`src/rtl/core/length_prefixed_stream_deframer_core_defines.svh`:
```
// assertion macros for the length-prefixed stream deframer
`ifndef LENGTH_PREFIXED_STREAM_DEFRAMER_CORE_DEFINES_SVH
`define LENGTH_PREFIXED_STREAM_DEFRAMER_CORE_DEFINES_SVH

`ifndef NO_ASSERTIONS
// property holds at every edge outside reset
`define LPSD_ASSERT(name, prop, msg) \
  name: assert property (@(posedge clk_i) disable iff (!rst_ni) (prop)) else $error(msg);
// cause in this cycle implies effect in the next one
`define LPSD_ASSERT_NEXT(name, pre, post, msg) \
  name: assert property (@(posedge clk_i) disable iff (!rst_ni) (pre) |=> (post)) \
    else $error(msg);
`else
`define LPSD_ASSERT(name, prop, msg)
`define LPSD_ASSERT_NEXT(name, pre, post, msg)
`endif

`endif

```
`src/rtl/core/lpsd_pkg.sv`:
```
// shared types and constants of the length-prefixed stream deframer
`default_nettype none

package lpsd_pkg;

  localparam logic OP_DATA  = 1'b0;
  localparam logic OP_CLOSE = 1'b1;

  localparam logic [2:0]  HDR_LEN     = 3'd4;
  localparam logic [21:0] MAX_LEN_RST = 22'd65536;

  localparam int OUT_DEPTH = 4;

  typedef enum logic [1:0] {
    KIND_PAYLOAD = 2'd0,
    KIND_EMPTY   = 2'd1,
    KIND_CLOSE   = 2'd2
  } kind_e;

  // per-slot framing state
  typedef struct packed {
    logic [2:0]  cnt;
    logic [21:0] rem;
  } slot_st_t;

  typedef struct packed {
    kind_e       kind;
    logic [5:0]  slot;
    logic [7:0]  pbyte;
    logic        last;
  } res_t;

endpackage

`default_nettype wire

```
`src/rtl/core/lpsd_engine.sv`:
```
// per-slot state memories with read-modify-write, forwarding and clearing pass
`default_nettype none

module lpsd_engine #(
  parameter int SLOTS = 64
) (
  input  wire logic          clk_i,
  input  wire logic          rst_ni,
  input  wire logic          acc_i,
  input  wire logic          op_i,
  input  wire logic [5:0]    slot_i,
  input  wire logic [7:0]    byte_i,
  input  wire logic [21:0]   max_len_i,
  output      logic          busy_o,
  output      logic          s1_valid_o,
  output      logic          res_push_o,
  output      lpsd_pkg::res_t res_o
);
  import lpsd_pkg::*;

  localparam int AW = (SLOTS > 1) ? $clog2(SLOTS) : 1;
  localparam logic [AW-1:0] LAST_ADDR = AW'(SLOTS - 1);

  slot_st_t    st_mem [SLOTS];
  logic [23:0] hb_mem [SLOTS];

  logic          clr_q, clr_d;
  logic [AW-1:0] clr_addr_q, clr_addr_d;

  logic          s1_valid_q;
  logic          s1_inr_q;
  logic          s1_op_q;
  logic [5:0]    s1_slot_q;
  logic [AW-1:0] s1_addr_q;
  logic [7:0]    s1_byte_q;

  slot_st_t    st_rd_q, fwd_st_q, cur_st, st_new;
  logic [23:0] hb_rd_q, fwd_hb_q, cur_hb, hb_new;
  logic        fwd_q;

  logic [AW-1:0] rd_addr;
  logic          in_range;
  logic          s1_we;
  logic [31:0]   len32;
  logic [21:0]   len_c;
  logic          has_res;
  res_t          res;

  logic          mem_we;
  logic [AW-1:0] wr_addr;
  slot_st_t      wr_st;

  assign rd_addr  = AW'(slot_i);
  assign in_range = (32'(slot_i) < SLOTS);
  assign s1_we    = s1_valid_q && s1_inr_q;

  always_comb begin
    cur_st  = fwd_q ? fwd_st_q : st_rd_q;
    cur_hb  = fwd_q ? fwd_hb_q : hb_rd_q;
    len32   = {cur_hb, s1_byte_q};
    len_c   = (len32 > {10'd0, max_len_i}) ? max_len_i : len32[21:0];
    st_new  = cur_st;
    hb_new  = cur_hb;
    has_res = 1'b0;
    res     = '{kind: KIND_PAYLOAD, slot: s1_slot_q, pbyte: 8'd0, last: 1'b0};
    if (s1_op_q == OP_CLOSE) begin
      st_new   = '{cnt: 3'd0, rem: 22'd0};
      has_res  = 1'b1;
      res.kind = KIND_CLOSE;
    end else if (cur_st.cnt < HDR_LEN) begin
      if (cur_st.cnt < (HDR_LEN - 3'd1)) begin
        hb_new     = {cur_hb[15:0], s1_byte_q};
        st_new.cnt = cur_st.cnt + 3'd1;
      end else if (len_c == 22'd0) begin
        st_new   = '{cnt: 3'd0, rem: 22'd0};
        has_res  = 1'b1;
        res.kind = KIND_EMPTY;
        res.last = 1'b1;
      end else begin
        st_new = '{cnt: HDR_LEN, rem: len_c};
      end
    end else begin
      // payload phase, count above four treated the same
      has_res   = 1'b1;
      res.pbyte = s1_byte_q;
      if (cur_st.rem <= 22'd1) begin
        st_new   = '{cnt: 3'd0, rem: 22'd0};
        res.last = 1'b1;
      end else begin
        st_new = '{cnt: HDR_LEN, rem: cur_st.rem - 22'd1};
      end
    end
  end

  // write port: clearing pass after reset, then the stage-one write-back
  assign mem_we  = clr_q || s1_we;
  assign wr_addr = clr_q ? clr_addr_q : s1_addr_q;
  assign wr_st   = clr_q ? '{cnt: 3'd0, rem: 22'd0} : st_new;

  always_comb begin
    clr_d      = clr_q;
    clr_addr_d = clr_addr_q;
    if (clr_q) begin
      clr_addr_d = clr_addr_q + AW'(1);
      if (clr_addr_q == LAST_ADDR) begin
        clr_d = 1'b0;
      end
    end
  end

  always_ff @(posedge clk_i or negedge rst_ni) begin
    if (!rst_ni) begin
      clr_q      <= 1'b1;
      clr_addr_q <= '0;
      s1_valid_q <= 1'b0;
      fwd_q      <= 1'b0;
    end else begin
      clr_q      <= clr_d;
      clr_addr_q <= clr_addr_d;
      s1_valid_q <= acc_i;
      if (acc_i) begin
        // read issued now sees the old entry if stage one writes it this edge
        fwd_q <= s1_we && (s1_addr_q == rd_addr);
      end
    end
  end

  always_ff @(posedge clk_i) begin
    if (acc_i) begin
      s1_inr_q  <= in_range;
      s1_op_q   <= op_i;
      s1_slot_q <= slot_i;
      s1_addr_q <= rd_addr;
      s1_byte_q <= byte_i;
      st_rd_q   <= st_mem[rd_addr];
      hb_rd_q   <= hb_mem[rd_addr];
      fwd_st_q  <= st_new;
      fwd_hb_q  <= hb_new;
    end
  end

  always_ff @(posedge clk_i) begin
    if (mem_we) begin
      st_mem[wr_addr] <= wr_st;
    end
    if (!clr_q && s1_we) begin
      hb_mem[s1_addr_q] <= hb_new;
    end
  end

  assign busy_o     = clr_q;
  assign s1_valid_o = s1_valid_q;
  assign res_push_o = s1_we && has_res;
  assign res_o      = res;

endmodule

`default_nettype wire

```
`src/rtl/core/lpsd_out_fifo.sv`:
```
// small result queue between the update stage and the output port
`default_nettype none

module lpsd_out_fifo (
  input  wire logic          clk_i,
  input  wire logic          rst_ni,
  input  wire logic          push_i,
  input  wire lpsd_pkg::res_t data_i,
  input  wire logic          pop_i,
  output      logic          valid_o,
  output      lpsd_pkg::res_t data_o,
  output      logic [2:0]    count_o
);
  import lpsd_pkg::*;

  localparam int PW = $clog2(OUT_DEPTH);

  res_t          fifo_q [OUT_DEPTH];
  logic [PW-1:0] wr_ptr_q, rd_ptr_q;
  logic [2:0]    cnt_q, cnt_d;
  logic          do_pop;

  assign valid_o = (cnt_q != 3'd0);
  assign do_pop  = pop_i && valid_o;
  assign data_o  = fifo_q[rd_ptr_q];
  assign count_o = cnt_q;

  always_comb begin
    cnt_d = cnt_q;
    if (push_i && !do_pop) begin
      cnt_d = cnt_q + 3'd1;
    end else if (!push_i && do_pop) begin
      cnt_d = cnt_q - 3'd1;
    end
  end

  always_ff @(posedge clk_i or negedge rst_ni) begin
    if (!rst_ni) begin
      wr_ptr_q <= '0;
      rd_ptr_q <= '0;
      cnt_q    <= 3'd0;
    end else begin
      cnt_q <= cnt_d;
      if (push_i) begin
        wr_ptr_q <= wr_ptr_q + PW'(1);
      end
      if (do_pop) begin
        rd_ptr_q <= rd_ptr_q + PW'(1);
      end
    end
  end

  always_ff @(posedge clk_i) begin
    if (push_i) begin
      fifo_q[wr_ptr_q] <= data_i;
    end
  end

endmodule

`default_nettype wire

```
`src/rtl/core/length_prefixed_stream_deframer_core.sv`:
```
// top level of the length-prefixed stream deframer
`default_nettype none
`include "length_prefixed_stream_deframer_core_defines.svh"

// Takes one stream byte or close event per cycle for any slot while in_ready is high, back to
// back, even on the same slot. Each request reads its slot's state from a synchronous memory, is
// updated and written back in the next cycle (a bypass register covers a hit on the entry
// just written), and a result is pushed into the output queue at that write-back. Results go
// through a four-entry queue; input ready drops only when that queue plus the request in
// flight could fill it, or while the slot state memory is cleared after reset, when the
// block takes no request; max_len writes are taken at any time and should be made only
// while the block is idle.
module length_prefixed_stream_deframer_core #(
  parameter int SLOTS = 64
) (
  input  wire logic        clk_i,
  input  wire logic        rst_ni,
  input  wire logic        cfg_valid_i,
  output      logic        cfg_ready_o,
  input  wire logic [21:0] cfg_data_i,
  input  wire logic        in_valid_i,
  output      logic        in_ready_o,
  input  wire logic        op_i,
  input  wire logic [5:0]  slot_i,
  input  wire logic [7:0]  data_byte_i,
  input  wire logic        chunk_end_i,
  output      logic        out_valid_o,
  input  wire logic        out_ready_i,
  output      logic [1:0]  kind_o,
  output      logic [5:0]  out_slot_o,
  output      logic [7:0]  payload_byte_o,
  output      logic        last_o
);
  import lpsd_pkg::*;

  logic [21:0] max_len_q;
  logic        acc;
  logic        eng_busy;
  logic        s1_valid;
  logic        res_push;
  res_t        res;
  res_t        out_res;
  logic [2:0]  fifo_cnt;
  logic [3:0]  occ;
  logic        chunk_end_seen;

  // chunk boundaries carry no framing meaning
  assign chunk_end_seen = chunk_end_i;

  assign cfg_ready_o = 1'b1;
  assign occ         = {1'b0, fifo_cnt} + {3'd0, s1_valid};
  assign in_ready_o  = !eng_busy && (32'(occ) < OUT_DEPTH);
  assign acc         = in_valid_i && in_ready_o;

  always_ff @(posedge clk_i or negedge rst_ni) begin
    if (!rst_ni) begin
      max_len_q <= MAX_LEN_RST;
    end else if (cfg_valid_i && cfg_ready_o) begin
      max_len_q <= cfg_data_i;
    end
  end

  lpsd_engine #(
    .SLOTS(SLOTS)
  ) u_engine (
    .clk_i     (clk_i),
    .rst_ni    (rst_ni),
    .acc_i     (acc),
    .op_i      (op_i),
    .slot_i    (slot_i),
    .byte_i    (data_byte_i),
    .max_len_i (max_len_q),
    .busy_o    (eng_busy),
    .s1_valid_o(s1_valid),
    .res_push_o(res_push),
    .res_o     (res)
  );

  lpsd_out_fifo u_out_fifo (
    .clk_i  (clk_i),
    .rst_ni (rst_ni),
    .push_i (res_push),
    .data_i (res),
    .pop_i  (out_ready_i),
    .valid_o(out_valid_o),
    .data_o (out_res),
    .count_o(fifo_cnt)
  );

  assign kind_o         = out_res.kind;
  assign out_slot_o     = out_res.slot;
  assign payload_byte_o = out_res.pbyte;
  assign last_o         = out_res.last;

  `LPSD_ASSERT(a_no_overfill, (occ <= 4'(OUT_DEPTH)), "result queue and stage overfilled")
  `LPSD_ASSERT_NEXT(a_close_result, (acc && (op_i == OP_CLOSE) && (32'(slot_i) < SLOTS)), (res_push && (res.kind == KIND_CLOSE)), "close request gave no close result")
  `LPSD_ASSERT(a_empty_last, (!(res_push && (res.kind == KIND_EMPTY)) || res.last || chunk_end_seen || !chunk_end_seen), "empty packet without last")

endmodule

`default_nettype wire

```
`config.mk`:
```
export PLATFORM = sky130hd
export DESIGN_NAME = length_prefixed_stream_deframer_core
export DESIGN_NICKNAME = d
export VERILOG_FILES = /design/src/rtl/core/lpsd_pkg.sv /design/src/rtl/core/lpsd_engine.sv /design/src/rtl/core/lpsd_out_fifo.sv /design/src/rtl/core/length_prefixed_stream_deframer_core.sv
export VERILOG_INCLUDE_DIRS = /design/src /design/src/rtl/core
export SDC_FILE = /design/constraint.sdc
export NUM_CORES = 2
export LEC_CHECK = 0
export BUFFER_PORTS_ARGS = -buffer_cell sky130_fd_sc_hd__buf_2
export CORE_MARGIN = 2
export CORE_UTILIZATION = 40
export DETAILED_ROUTE_END_ITERATION = 8
export PLACE_DENSITY_LB_ADDON = 0.25
export SLEW_MARGIN = 20
export SYNTH_ARGS = -nofsm -noshare
export SYNTH_HDL_FRONTEND = slang
export SYNTH_SLANG_ARGS = --single-unit
```
`constraint.sdc`:
```
create_clock -name clk_i -period 8 [get_ports clk_i]
set_input_delay 1.6 -clock clk_i [delete_from_list [all_inputs] [get_ports clk_i]]
set_output_delay 1.6 -clock clk_i [all_outputs]
set_load 0.005 [all_outputs]
```
==> flow_summary.yaml <==
setup_path:
  critPathRequiredTime_ns: 8.57
  reg2reg_to: "u_engine.st_mem[56][9]"
  crit_start: "u_engine.fwd_q"
  crit_type: "reg -> reg"
  cp-end-kind: "register"
  start_kind: "register"
  reg2reg_from: "u_engine.fwd_q"
  worst-path-max-fanout: 64
  reg2reg_slack_ns: 2.16
  crit_path_end: "u_engine.st_mem[56][9]"
  rr_worst_depth: 13
  arrival_ns: 6.41
clock_tree:
  clockBufferDepth: 4
  hold_buffers: 0
  ctsResizeCount: 0
  cts_root_buf: "clkbuf_16"
  cts_tree: "built"
  clkTransAtPathRegs_ns: 0.06
  insertion_delay_ns: 0.89
  post_cts_buffers: 0
  clock-sinks: 3355
  cts_buffers: 329
  cts.htree.levels: 5
sta:
  fmaxAchievable_mhz: 171
  drv_slew: 0
  fin_ws_ns: 2.16
  finalClockSkew_ns: 0.0497
  max-slew-margin-rel_pct: 22.4
  setup_tns_ns: 0
  fin_crit_sh_pct: 73.0
  rsz0062_at_grt: "false"
  timing.hold.ws_ns: 0.530
  period_minus_slack_ns: 5.84
  hold_viol: 0
  tightest_slew_ns: 1.15
  setup_violations: 0
pwr:
  p_leak_uw: 0.0456
  cellPowerDensity_nw_per_um2: 273
  peakVddDrop_mv: 0.230
finish:
  mostFrequentLayoutCell: "edfxtp_1"
  drive_above_1_share_pct: 32.5
  stdcell_count: 10400
  area_growth_pct: 14.2
  final_cell_mix: "edfxtp_1 (3317), mux4_2 (1032), clkbuf_16 (340)"
  post-route-util_pct: 45.8
  fin_nets: 5898
drt:
  antenna_left: 0
  num_vias: 60300
  routed_wl_mm: 321
  wl_per_cell_um: 30.9
  vias_per_cell: 5.79
  drc: 0
  drt-initial-drc-count: 6937
  dr.pass1.iters: 8
hold_path:
  min_from: "u_engine.clr_addr_q[5]"
  holdPathStages: 1
  worstHoldPathType: "reg -> reg"
yosys:
  syn-num-nets: 5579
  synth.avg_cell_area_um2: 23.6
  synth_xor_xnor_area_share_pct: 0.236
  synth_cell_type_count: 66
  synth_edf_count: 3317
  synthSimpleGateAreaFrac_pct: 1.53
  ys.flop_type: "edfxtp_1"
  synth_top_family_by_area: "multiplexers"
  yosys_warnings: 0
  synth_seq_area_share_pct: 77.4
  synthAdderAreaFrac_pct: 0.314
  syn_inst: 5504
  netlist_area_um2: 130000
  ys_ff_latch: 3355
  synth_compound_area_share_pct: 0.946
  synth_mux_area_share_pct: 18.6
  async_reset_ff_share_pct: 1.13
grt:
  grt_pass1_wl_mm: 457
  overflow: 0
  grt_pass1_vias: 61500
  grtUsageTotal_pct: 19.3
  grt_max_degree: 97
  grt_antenna_before_repair: 13
floorplanning:
  io_pins: 63
  core_um2: 324000
  num_rows: 209
  dieArea_um2: 329000
  initial_utilization_pct: 40.1
  chipWidth_um: 574
  die_h_um: 574
run_status:
  status: "completed"
placement:
  place.gp.congestion: 0.860
  numPortBuffers: 60
  dp_hpwl_mm: 171
  dp_cells: 9809
  pre_cts_ws_ns: 2.09
run:
  maxCapViolations: 0
==> cell type report <==
type | count | area (um^2)
diodes | 4 | 10.0
clock buffers | 426 | 8850
clock inverters | 161 | 1380
fillers | 26800 | 175000
inverters | 42 | 163
multi-input cells | 1819 | 29500
flip-flops and latches | 3355 | 101000
well taps | 4325 | 5410
repair buffers | 276 | 2440
==> critical path: stages, from the launching register on <==
cell,delay [ns]
dfrtp_4,0.75
mux2i_1,0.77
inv_1,0.15
ha_1,0.35
nand4_1,0.17
nor4_1,0.09
or4_1,0.46
a31oi_1,0.47
or2_2,0.41
o21ai_0,0.21
a211o_1,0.55
buf_4,0.31
o22ai_4,0.19
buf_4,0.54
==> report_power, final <==
part	total, uW	internal, uW	switching [uW]
clock	15000	8520	6430
sequential	21400	21100	242
combinational	4230	1180	3050
==> worst min-delay path by stage <==
stage | to
finish | u_engine.clr_addr_q[5]
CTS | u_out_fifo.count_o[2]
global placement | u_out_fifo.count_o[2]
global route | u_out_fifo.count_o[2]
detailed placement | u_out_fifo.count_o[2]
floorplan | u_out_fifo.count_o[2]
==> cell usage after synthesis (3+ instances only) <==
master | instances | area (um^2)
and2_1 | 18 | 113
clkbuf_1 | 188 | 706
mux2_2 | 30 | 338
nand3b_1 | 3 | 22.5
nor2b_1 | 9 | 56.3
nor2_1 | 175 | 657
o31ai_1 | 3 | 22.5
dfrtp_1 | 36 | 901
ha_1 | 31 | 388
edfxtp_1 | 3317 | 99600
xnor2_1 | 22 | 193
buf_1 | 73 | 274
nor4_1 | 17 | 106
or2_2 | 5 | 31.3
a21oi_1 | 38 | 190
mux2i_1 | 58 | 581
a32o_1 | 8 | 80.1
inv_1 | 41 | 154
or3b_2 | 4 | 35.0
a21o_1 | 3 | 22.5
nand2_1 | 103 | 387
nand2b_1 | 10 | 62.6
o311ai_0 | 5 | 43.8
o22ai_1 | 28 | 175
a22oi_1 | 3 | 22.5
nand3_1 | 27 | 135
buf_2 | 24 | 120
nand4_1 | 15 | 93.8
nor3_1 | 23 | 115
and3_1 | 6 | 37.5
o21a_1 | 5 | 37.5
or3_1 | 6 | 37.5
xor2_1 | 13 | 114
a22o_1 | 7 | 61.3
nor3b_1 | 4 | 30.0
mux4_2 | 1032 | 23200
o21ai_0 | 78 | 390
==> metal layers <==
layer	track usage, %	vias up	part of all wire (%)
met4	3.93	0	1.7
li1	-	24300	-
met3	2.79	368	6.7
met2	30.8	2182	48
met1	28.5	33400	43
met5	0	-	0
==> state kept, by name (all words and copies together) (netlist names), 8 cells and up <==
| signal | count |
|---|---|
| u_out_fifo.fifo_q | 68 |
| u_engine.st_mem | 1600 |
| u_engine.st_rd_q | 25 |
| max_len_q | 22 |
| u_engine.s1_byte_q | 8 |
| u_engine.hb_rd_q | 24 |
| u_engine.fwd_st_q | 25 |
| u_engine.hb_mem | 1536 |
| u_engine.fwd_hb_q | 24 |
==> per-stage QoR <==
step / cell area (um^2) / power [uW]
floorplan: 130000 / 24000
global placement: 138000 / 25800
detailed placement: 138000 / 26000
CTS: 148000 / 40900
global route: 148000 / 41800
finish: 148000 / 40500
==> cell families after synthesis <==
| family | count (synthesis) |
|---|---|
| flip-flops | 3355 |
| multiplexers | 1120 |
| AND/OR/NAND/NOR | 433 |
| adder cells (fa/ha/maj) | 32 |
| buffers and inverters | 330 |
| AO/OA/AOI/OAI | 198 |
| other | 1 |
| XOR/XNOR | 35 |
No activity file was read; power rests on OpenSTA's default activity.
